$ cat src/design/bgca_pkg.sv
`default_nettype none

package bgca_pkg;

  // Default grid capacity.
  localparam int MaxWidthDef  = 64;
  localparam int MaxHeightDef = 64;

  // Opcodes of an input transaction.
  localparam logic [1:0] OP_LOAD = 2'd0;
  localparam logic [1:0] OP_RUN  = 2'd1;
  localparam logic [1:0] OP_READ = 2'd2;

  // Configuration register indexes.
  localparam int CfgIndexW = 3;
  localparam int CfgDataW  = 16;
  localparam logic [CfgIndexW-1:0] CFG_GRID_WIDTH  = 3'd0;
  localparam logic [CfgIndexW-1:0] CFG_GRID_HEIGHT = 3'd1;
  localparam logic [CfgIndexW-1:0] CFG_THRESHOLD   = 3'd2;
  localparam logic [CfgIndexW-1:0] CFG_GEN_COUNT   = 3'd3;
  localparam logic [CfgIndexW-1:0] CFG_HOOD_MODE   = 3'd4;
  localparam logic [CfgIndexW-1:0] CFG_SURVIVE_MIN = 3'd5;
  localparam logic [CfgIndexW-1:0] CFG_BIRTH_MIN   = 3'd6;

  // Neighborhood modes.
  localparam logic [1:0] HOOD_DIAMOND4  = 2'd0;
  localparam logic [1:0] HOOD_SQUARE8   = 2'd1;
  localparam logic [1:0] HOOD_DIAMOND12 = 2'd2;
  localparam logic [1:0] HOOD_SQUARE24  = 2'd3;

  // Result kinds.
  localparam logic KIND_RUN_DONE = 1'b0;
  localparam logic KIND_READ     = 1'b1;

  // The 5x5 window is scanned with two offset counters running 0..4.
  localparam logic [2:0] OFS_CENTER = 3'd2;
  localparam logic [2:0] OFS_LAST   = 3'd4;

  typedef struct packed {
    logic load;
    logic read;
    logic run_start;
    logic scan;
    logic gen_write;
    logic copy_wr;
    logic gen_adv;
    logic finish;
  } ctrl_cmd_t;

  typedef struct packed {
    logic rd_pend;
    logic out_blocked;
    logic out_free;
    logic gen_zero;
    logic gen_last;
    logic scan_last;
    logic cell_last;
  } dp_stat_t;

  // True when window offset (dr, dc), each 0..4 with 2 as the center, belongs
  // to the selected neighborhood.
  function automatic logic in_hood(logic [2:0] dr, logic [2:0] dc, logic [1:0] mode);
    logic [1:0] ar;
    logic [1:0] ac;
    logic [2:0] manh;
    logic [1:0] cheb;
    logic       hit;
    ar   = (dr >= OFS_CENTER) ? 2'(dr - OFS_CENTER) : 2'(OFS_CENTER - dr);
    ac   = (dc >= OFS_CENTER) ? 2'(dc - OFS_CENTER) : 2'(OFS_CENTER - dc);
    manh = {1'b0, ar} + {1'b0, ac};
    cheb = (ar > ac) ? ar : ac;
    case (mode)
      HOOD_DIAMOND4:  hit = (manh == 3'd1);
      HOOD_SQUARE8:   hit = (cheb == 2'd1);
      HOOD_DIAMOND12: hit = (manh <= 3'd2);
      default:        hit = 1'b1;
    endcase
    return hit && (manh != 3'd0);
  endfunction

endpackage

`default_nettype wire

$ cat src/design/bgca_ctrl.sv
`default_nettype none

module bgca_ctrl (
  input  wire logic                clk,
  input  wire logic                rst_n,
  input  wire logic                in_valid,
  input  wire logic [1:0]          in_op,
  input  wire bgca_pkg::dp_stat_t  stat,
  output      logic                in_stall,
  output      bgca_pkg::ctrl_cmd_t cmd
);

  localparam logic [2:0] ST_IDLE    = 3'd0;
  localparam logic [2:0] ST_SCAN    = 3'd1;
  localparam logic [2:0] ST_DRAIN   = 3'd2;
  localparam logic [2:0] ST_WRITE   = 3'd3;
  localparam logic [2:0] ST_COPY_RD = 3'd4;
  localparam logic [2:0] ST_COPY_WR = 3'd5;
  localparam logic [2:0] ST_FINISH  = 3'd6;

  logic [2:0] state_r;
  logic [2:0] state_nxt;
  logic       accept;

  assign in_stall = (state_r != ST_IDLE) || stat.rd_pend || stat.out_blocked;
  assign accept   = in_valid && !in_stall;

  always_comb begin
    state_nxt = state_r;
    cmd       = '0;
    unique case (state_r)
      ST_IDLE: begin
        cmd.load      = accept && (in_op == bgca_pkg::OP_LOAD);
        cmd.read      = accept && (in_op == bgca_pkg::OP_READ);
        cmd.run_start = accept && (in_op == bgca_pkg::OP_RUN);
        if (cmd.run_start) begin
          state_nxt = stat.gen_zero ? ST_FINISH : ST_SCAN;
        end
      end
      ST_SCAN: begin
        cmd.scan = 1'b1;
        if (stat.scan_last) begin
          state_nxt = ST_DRAIN;
        end
      end
      ST_DRAIN: begin
        state_nxt = ST_WRITE;
      end
      ST_WRITE: begin
        cmd.gen_write = 1'b1;
        state_nxt     = stat.cell_last ? ST_COPY_RD : ST_SCAN;
      end
      ST_COPY_RD: begin
        state_nxt = ST_COPY_WR;
      end
      ST_COPY_WR: begin
        cmd.copy_wr = 1'b1;
        if (stat.cell_last) begin
          cmd.gen_adv = 1'b1;
          state_nxt   = stat.gen_last ? ST_FINISH : ST_SCAN;
        end else begin
          state_nxt = ST_COPY_RD;
        end
      end
      ST_FINISH: begin
        if (stat.out_free) begin
          cmd.finish = 1'b1;
          state_nxt  = ST_IDLE;
        end
      end
      default: begin
        state_nxt = ST_IDLE;
      end
    endcase
  end

  always_ff @(posedge clk) begin
    if (!rst_n) begin
      state_r <= ST_IDLE;
    end else begin
      state_r <= state_nxt;
    end
  end

endmodule

`default_nettype wire

$ cat config.mk
export PLATFORM = sky130hd
export DESIGN_NAME = bgca_ctrl
export DESIGN_NICKNAME = d
export VERILOG_FILES = /design/src/design/bgca_pkg.sv /design/src/design/bgca_ctrl.sv
export SDC_FILE = /design/constraint.sdc
export NUM_CORES = 1
export LEC_CHECK = 0
export BUFFER_PORTS_ARGS = -buffer_cell sky130_fd_sc_hd__buf_4
export CAP_MARGIN = 40
export CELL_PAD_IN_SITES_DETAIL_PLACEMENT = 0
export CELL_PAD_IN_SITES_GLOBAL_PLACEMENT = 2
export CORE_MARGIN = 4
export CORE_UTILIZATION = 22
export DETAILED_ROUTE_END_ITERATION = 6
export PLACE_DENSITY_LB_ADDON = 0.1
export SYNTH_ARGS = -nofsm -noshare
export SYNTH_HDL_FRONTEND = slang
export SYNTH_SLANG_ARGS = --single-unit
$ cat constraint.sdc
create_clock -name clk -period 3.4 [get_ports clk]
set_input_delay 0.68 -clock clk [delete_from_list [all_inputs] [get_ports clk]]
set_output_delay 0.68 -clock clk [all_outputs]
set_load 0.03 [all_outputs]
Yosys cells after proc, flatten, opt, wreduce, memory -nomap -nowiden
Index checks and enable logic that the tools add are counted.
{"block": "word_totals", "regBits": 3, "inputBits": 12, "out_inout_bits": 9}
{"block": "classes", "eq_ne": 11, "muxes": 15, "n_reduce_logical": 11}
{"operator": "3-bit two-way mux", "count": 8}
{"operator": "3-bit case mux with 7 select lines", "count": 1}
{"operator": "3-bit == test, second input constant", "count": 3}
{"operator": "3-bit by 2-bit == test with 1-bit output, second input constant", "count": 2}
{"operator": "2-bit != test, second input constant", "count": 3}
{"operator": "1-bit two-way mux", "count": 5}
{"operator": "1-bit logical AND", "count": 4}
{"operator": "3-bit by 1-bit == test with 1-bit output, second input constant", "count": 1}
{"operator": "3-bit zero test", "count": 1}
{"operator": "3-bit AND reduction", "count": 1}
{"operator": "3-bit nonzero test", "count": 1}
{"operator": "2-bit by 1-bit == test with 1-bit output, second input constant", "count": 1}
{"operator": "2-bit == test, second input constant", "count": 1}
{"operator": "2-bit zero test", "count": 1}
{"operator": "1-bit logical OR", "count": 2}
{"operator": "2-bit two-way mux", "count": 1}
{"operator": "1-bit zero test", "count": 1}

Logic depth before layout (Yosys ltp)
Gate-level depths: netlist of run 1.
{"block": "depth", "ltp_word": 8, "mapped_depth": 5, "mapped_depth_nobuf": 4}

Worst setup path after synthesis of run 1
Ideal clock, no wire load.
{"block": "synth_timing", "path_kind": "flip-flop to output port", "start": "reg state_r[0]", "end": "out cmd[5] in the netlist's numbering", "setup_slack_ns": 0.962, "stages_incl_launch_ff": 6, "arrival_ns": 1.758, "cell_sequence": "dfxtp_1 -> buf_6 -> or3_4 -> nor3_2 -> nand2_1 -> nor3b_1"}
{"element": "from (decl)", "line_no": "bgca_ctrl.sv:21", "source": "logic [2:0] state_r;"}
{"element": "from (signal assigned)", "line_no": "bgca_ctrl.sv:81", "source": "state_r <= state_nxt;"}
{"element": "to (decl)", "line_no": "bgca_ctrl.sv:10", "source": "output bgca_pkg::ctrl_cmd_t cmd"}

==> impl_metrics.json, run 1 <==
{
  "grt_first_pass_wirelength_um": 1531,
  "power_density_nw_per_um2": 287.2,
  "setup_viol": 0,
  "cts_tree": "done",
  "post-dp-hpwl_um": 766.9,
  "track_usage_pct": 9.970,
  "dieHeight_um": 47.84,
  "r2r-start": "state_r[2]",
  "hp-start": "state_r[0]",
  "max_slew_margin_pct": 69.99,
  "placed_area_um2": 485.5,
  "hold_class": "flip-flop to flip-flop",
  "ys_seq_elements": 3,
  "cp-end-kind": "primary output",
  "cp_max_fo": 9,
  "area.growth.synth_to_final_pct": 46.59,
  "synth_top_area_share_pct": 17.20,
  "setup_tns_ps": 0,
  "m1WireLength_um": 456,
  "cp.required_ps": 2720,
  "p_leak_nw": 0.2274,
  "synth_area_leader_cell": "dfxtp_1",
  "routed-wl-met2_um": 425,
  "cts_buffer_depth": 2,
  "cts-hold-fix-buffers": 0,
  "crit_arrival_ps": 1660,
  "largestRegisters": "state_r (3)",
  "wl_per_cell_um": 11.81,
  "syn_area_um2": 349.1,
  "yosysWarnings": 0,
  "drive_gt1_share_pct": 50.77,
  "cap_violations": 0,
  "top_layer": "met3",
  "final_nets": 78,
  "synth_sequential_area_ratio_pct": 17.20,
  "grt_antenna_before_repair": 0,
  "fin_worst_skew_ps": 0.5710,
  "numCtsBuffers": 3,
  "fmax_mhz": 428.1,
  "core_area_um2": 1506,
  "fin_crit_ps": 2336,
  "post_cts_buffers": 0,
  "clk_latency_ps": 230,
  "synth.most_common_cell": "nor2_1",
  "ys_top_cells_by_area": "dfxtp_1, buf_6, nor2_1",
  "clkSlewWorstSetupHoldPaths_ps": 40,
  "period_share_pct": 68.71,
  "irDropWorstVdd_uv": 111.6,
  "regMostFlops": "state_r",
  "synth_ff_type": "dfxtp_1",
  "wl_met3_um": 76,
  "clockRootBuffer": "clkbuf_4",
  "synth_enable_flop_cells": 0,
  "cts_htree_levels": 1,
  "dr_total_vias": 389,
  "rows": 14,
  "placement.io_buffers": 20,
  "synthCells": 44,
  "start_util_pct": 23.17,
  "pin_count": 21,
  "gr-total-overflow": 0,
  "avgSynthCellArea_um2": 7.934,
  "drv_slew": 0,
  "status": "finished, final reports clean",
  "die_area_um2": 2288,
  "grt_pass1_vias": 372,
  "crit_path_start": "state_r[0]",
  "antenna_cells": 0,
  "largest_reg_flops": 3,
  "dr.first_iter.drc_count": 4,
  "cts_resized": 0,
  "yosysUniqueCellTypes": 25,
  "criticalPathCategory": "flip-flop to primary output",
  "vias_per_cell": 4.802,
  "design_area_um2": 511.7,
  "die-width_um": 47.84,
  "grt_max_degree": 12,
  "place_congestion": 0.6207,
  "worstMarginPinSlew_ps": 443.9,
  "clock-sinks": 3,
  "netlist_top_cells_count": "nor2_1, nand2_1",
  "cp-start-kind": "flip-flop",
  "hold_violations": 0,
  "drc": 0,
  "wl_um": 957,
  "synth_fp_nets": 56,
  "dr.pass1.iters": 2,
  "rsz0062_at_grt": "no",
  "ant_nets": 0,
  "synthArstFlopShare_pct": 0
}
[cells by family (layout without fill, tap and decap cells)]
family | Yosys count | in the layout | share of synthesized area, %
AND/OR/NAND/NOR | 26 | 26 | 47.67
AO/OA/AOI/OAI | 9 | 9 | 22.23
buffers and inverters | 6 | 27 | 12.90
flip-flops | 3 | 3 | 17.20
[power by group]
group          switching (mW)  internal, mW
registers             0.00420        0.0370
logic                  0.0195        0.0251
clock network          0.0173        0.0439
total                  0.0409         0.106
[stage by stage]
stage / std cells / util [%] / setup slack, ps / power (mW) / hold WS [ps]
final: 81 / 33.97 / 1064 / 0.1470 / 690.1
after global routing: 81 / 33.97 / 960.5 / 0.1603 / 698.5
after CTS: 81 / 33.97 / 1036 / 0.1508 / 702.3
after detailed placement: 77 / 32.23 / 1258 / 0.08692 / 689.0
after global placement: 77 / 32.23 / 1255 / 0.08731 / 692.9
after floorplan: 44 / - / 961.7 / 0.07008 / 633.9
[cell usage in the layout, fill, tap and decap left out, drive strengths merged, types with 2 or more instances in the layout]
| master | netlist | routed |
|---|---|---|
| nor2 | 7 | 7 |
| and2 | 2 | 2 |
| a2bb2oi | 3 | 3 |
| nor3 | 4 | 4 |
| o21ai | 2 | 2 |
| inv | 3 | 3 |
| nand2 | 4 | 4 |
| clkbuf | 0 | 4 |
| buf | 3 | 20 |
| dfxtp | 3 | 3 |
[worst paths after layout]
path                 to  slack (ps)  cells past startpoint
min          state_r[1]         690                      2
max              cmd[5]        1060                      5
min reg2reg  state_r[1]         690                      2
max reg2reg  state_r[1]        1840                      4
[critical path: stages, from the launching register on]
cell	delay, ps
dfxtp_1	380
or3_4	430
nor3_2	140
nand2_1	100
nor3b_1	180
buf_4	190
[layout make-up]
type / count / area (µm²)
tap: 16 / 20.02
multi-input combinational: 35 / 244.0
timing repair buffer: 20 / 150.1
fill: 179 / 994.7
inverter: 3 / 11.26
clock buffer: 4 / 26.28
sequential: 3 / 60.06
[layer usage]
metal | vias up | global-route usage, %
li1 | 200 | -
met5 | - | 0
met4 | 0 | 6.452
met2 | 16 | 15.83
met3 | 0 | 3.383
met1 | 173 | 11.26
(Power assumes the default switching activity.)
==> inputs of run 2 (changes only) <==
CORE_ASPECT_RATIO = 0.8   (was not set)
CORE_UTILIZATION = 20   (was 22)
clock period = 2.3 ns   (was 3.4 ns; I/O delays follow)
==> impl_metrics.json, run 2 (same netlist as run 1, synthesis figures left out) <==
{
  "post-dp-hpwl_um": 789.3,
  "layout_setup_ws_ps": 188.8,
  "cts_tree": "done",
  "cp-end-kind": "primary output",
  "worstMarginPinSlew_ps": 440.2,
  "fin_worst_skew_ps": 3.327,
  "mostFrequentLayoutCells": "buf_4, nor2_1, nand2_1",
  "wl_per_cell_um": 11.06,
  "post-route-util_pct": 32.52,
  "hold_slack_ps": 471.6,
  "design_area_um2": 534.3,
  "die-width_um": 54.71,
  "final_nets": 80,
  "status": "finished, final reports clean",
  "cts-hold-fix-buffers": 0,
  "crit_arrival_ps": 1650,
  "reg2reg_depth": 4,
  "cts_resized": 0,
  "track_usage_pct": 8.802,
  "grt_first_pass_wirelength_um": 1573,
  "r2r-start": "state_r[0]",
  "criticalPathCategory": "flip-flop to primary output",
  "grt_antenna_before_repair": 0,
  "cp_cell_sequence": "or3_4 > nor3_2 > nand2_1 > nor3b_1 > buf_4",
  "cp_max_fo": 9,
  "drive_gt1_share_pct": 52.24,
  "dr_total_vias": 381,
  "clockRootBuffer": "clkbuf_4",
  "largestRegisters": "state_r (3)",
  "crit_path_start": "state_r[0]",
  "pre_cts_ws_ps": 428.3,
  "dr.pass1.iters": 3,
  "setup_tns_ps": 0,
  "post_cts_buffers": 0,
  "dr.first_iter.drc_count": 3,
  "drc": 0,
  "grt_max_degree": 11,
  "largest_reg_flops": 3,
  "max_stage_delay_ps": 430,
  "cap_violations": 0,
  "placement.io_buffers": 20,
  "cp.required_ps": 1840,
  "hold_class": "primary input to flip-flop",
  "start_util_pct": 21.25,
  "grt_pass1_vias": 377,
  "cp-start-kind": "flip-flop",
  "setup_viol": 0,
  "gr-total-overflow": 0,
  "place_congestion": 0.7033,
  "clkSlewWorstSetupHoldPaths_ps": 40,
  "drv_slew": 0,
  "placed_cells": 85,
  "r2r_slack_ps": 850,
  "die_area_um2": 2482,
  "total_power_uw": 222.0,
  "wl_um": 984,
  "nFillCells": 178,
  "cp-endpoint": "cmd[5]",
  "p_leak_nw": 0.2382,
  "core_area_um2": 1643,
  "power_density_nw_per_um2": 415.4,
  "regMostFlops": "state_r",
  "r2r_end": "state_r[1]",
  "placed_area_um2": 508.0,
  "cts_htree_levels": 1,
  "area.growth.synth_to_final_pct": 53.05,
  "rsz0062_at_grt": "no",
  "rows": 13,
  "numCtsBuffers": 3,
  "period_share_pct": 91.79,
  "hold_violations": 0,
  "max_slew_margin_pct": 70.24,
  "pin_count": 21,
  "final_common_cell": "buf_4",
  "irDropWorstVdd_uv": 238.8,
  "vias_per_cell": 4.281,
  "dieHeight_um": 45.37,
  "antenna_cells": 0,
  "slowest_stage": "or3_4",
  "fin_crit_ps": 2111,
  "clk_latency_ps": 230,
  "final_cells": 89,
  "cts_buffer_depth": 2,
  "clock-sinks": 3,
  "ant_nets": 0,
  "fmax_mhz": 473.7
}
[run 2: cell count changes in the layout (fill, tap and decap cells not counted)]
cell | before | now
buf_4 | 20 | 22
[run 2: cell type report]
| cell class | instances | area (µm²) | share of cell area, % |
|---|---|---|---|
| multi-input cells | 35 | 244.0 | 45.67 |
| repair buffers | 22 | 165.2 | 30.91 |
| flip-flops and latches | 3 | 60.06 | 11.24 |
| well taps | 22 | 27.53 | 5.152 |
| clock buffers | 4 | 26.28 | 4.918 |
| inverters | 3 | 11.26 | 2.108 |
[run 2: critical path: cells and delay by family (launching register included)]
kind / cells / cell delay [ps]
buffers and inverters: 1 / 190
flip-flops: 1 / 380
AND/OR/NAND/NOR: 4 / 860
[run 2: where the power goes]
group | internal [mW] | switching, mW | leakage [nW]
Clock | 0.0651 | 0.0279 | 0.0150
Sequential | 0.0547 | 0.00258 | 0.0243
Combinational | 0.0391 | 0.0327 | 0.199
[run 2: worst min-delay path by stage]
stage	start	endpoint	slack, ps	depth (start not counted)
finish	rst_n	state_r[2]	470	3
global route	rst_n	state_r[1]	500	3
CTS	rst_n	state_r[2]	470	3
detailed placement	state_r[0]	state_r[1]	680	2
global placement	state_r[0]	state_r[1]	680	2
floorplan	rst_n	state_r[1]	590	2
[run 2: layer usage]
metal / vias up / part of all wire (%) / global-route usage, % / wire length (µm)
met5: - / 0 / 0 / 0
met4: 0 / 2.1 / 5.970 / 21
met3: 2 / 2.1 / 0.9901 / 21
met2: 6 / 49 / 12.97 / 481
met1: 168 / 47 / 11.83 / 460
li1: 205 / - / - / -
==> inputs of run 3 (changes only) <==
BUFFER_PORTS_ARGS = not set   (was -buffer_cell sky130_fd_sc_hd__buf_4)
CORE_AREA = 4 4 41 43   (was not set)
CORE_ASPECT_RATIO = not set   (was 0.8)
CORE_MARGIN = not set   (was 4)
CORE_UTILIZATION = not set   (was 20)
DIE_AREA = 0 0 45 47   (was not set)
DONT_BUFFER_PORTS = 1   (was not set)
==> impl_metrics.json, run 3 (same netlist as run 1, synthesis figures left out) <==
{
  "status": "finished, final reports clean",
  "critical-path-top-delay-family": "simple AND/OR/NAND/NOR gates",
  "largestRegisters": "state_r (3)",
  "wl_um": 897,
  "cts-hold-fix-buffers": 0,
  "area.growth.synth_to_final_pct": 13.98,
  "path_depth": 5,
  "dr_total_vias": 348,
  "worst-path-buf-inv": 1,
  "cp-start-kind": "flip-flop",
  "final_common_cell": "nor2_1",
  "mostFrequentLayoutCells": "nor2_1, buf_4, nand2_1",
  "die-width_um": 45,
  "crit_arrival_ps": 1660,
  "start_util_pct": 26.83,
  "period_share_pct": 92.32,
  "cts_tree": "done",
  "clk_latency_ps": 230,
  "dr.first_iter.drc_count": 5,
  "max_stage_delay_ps": 430,
  "hold_slack_ps": 373.3,
  "slowest_stage": "or3_4",
  "regMostFlops": "state_r",
  "rsz0062_at_grt": "no",
  "cp_cell_sequence": "or3_4 > nor3_2 > nand2_1 > nor3b_1 > buf_4",
  "place_congestion": 0.7462,
  "grt_first_pass_wirelength_um": 1421,
  "die_area_um2": 2115,
  "m1WireLength_um": 376,
  "cts_resized": 0,
  "clock-sinks": 3,
  "top_layer": "met4",
  "power_density_nw_per_um2": 491.1,
  "post_cts_buffers": 0,
  "antenna_cells": 0,
  "hold_class": "primary input to flip-flop",
  "wl_met3_um": 109,
  "setup_viol": 0,
  "gr-total-overflow": 0,
  "fmax_mhz": 471.0,
  "cts_buffer_depth": 2,
  "setup_tns_ps": 0,
  "routed-wl-met2_um": 399,
  "irDropWorstVdd_uv": 206.1,
  "grt_antenna_before_repair": 0,
  "hold_violations": 0,
  "wl_per_cell_um": 13.80,
  "r2r_slack_ps": 820,
  "cp_max_fo": 9,
  "drc": 0,
  "clkSlewWorstSetupHoldPaths_ps": 30,
  "track_usage_pct": 9.299,
  "reg2reg_depth": 4,
  "core_area_um2": 1301,
  "clockRootBuffer": "clkbuf_4",
  "fin_worst_skew_ps": 1.083,
  "grt_pass1_vias": 347,
  "grt_max_degree": 11,
  "dr.pass1.iters": 4,
  "ant_nets": 0,
  "post-route-util_pct": 30.58,
  "criticalPathCategory": "flip-flop to primary output",
  "rows": 13,
  "post-dp-hpwl_um": 705.1,
  "fin_crit_ps": 2123,
  "drive_gt1_share_pct": 36.00,
  "min_path_cells": 2,
  "dieHeight_um": 47,
  "p_leak_nw": 0.1537,
  "placement.io_buffers": 0,
  "pin_count": 21,
  "vias_per_cell": 5.354,
  "max_slew_margin_pct": 59.79,
  "cap_violations": 0,
  "drv_slew": 0,
  "cts_htree_levels": 1,
  "cp.required_ps": 1840,
  "cp-end-kind": "primary output",
  "numCtsBuffers": 3,
  "worstMarginPinSlew_ps": 601.0,
  "largest_reg_flops": 3,
  "final_nets": 63
}
==> run 3: final cells by class <==
class                           count  area, µm²
Inverter                            3      11.26
Sequential cell                     3      60.06
Tap cell                           15      18.77
Multi-Input combinational cell     35      244.0
Clock buffer                        4      26.28
Timing Repair Buffer                5      37.54
Fill cell                         146      903.4
==> run 3: worst paths after layout <==
kind | start | endpoint
max | state_r[0] | cmd[5]
min | rst_n | state_r[2]
max reg2reg | state_r[0] | state_r[1]
min reg2reg | state_r[1] | state_r[2]
==> run 3: report_power, final <==
group          switching, mW  total, mW  internal [mW]
Clock                 0.0240     0.0888         0.0648
Combinational         0.0238     0.0475         0.0237
Sequential           0.00429     0.0590         0.0547
==> run 3: per-stage QoR <==
stage                     area [µm²]  cells  total power [mW]  setup WS (ps)
after floorplan                349.1     44            0.1036          81.75
after global placement         371.6     61            0.1071          419.2
after detailed placement       371.6     61            0.1073          410.8
after CTS                      397.9     65            0.1999          158.8
after global routing           397.9     65            0.2101          27.90
final                          397.9     65            0.1954          176.6
==> run 3: layer usage <==
layer	vias up	GRT usage, %
li1	171	-
met3	2	1.916
met5	-	0
met1	152	10.61
met4	0	7.018
met2	23	15.25
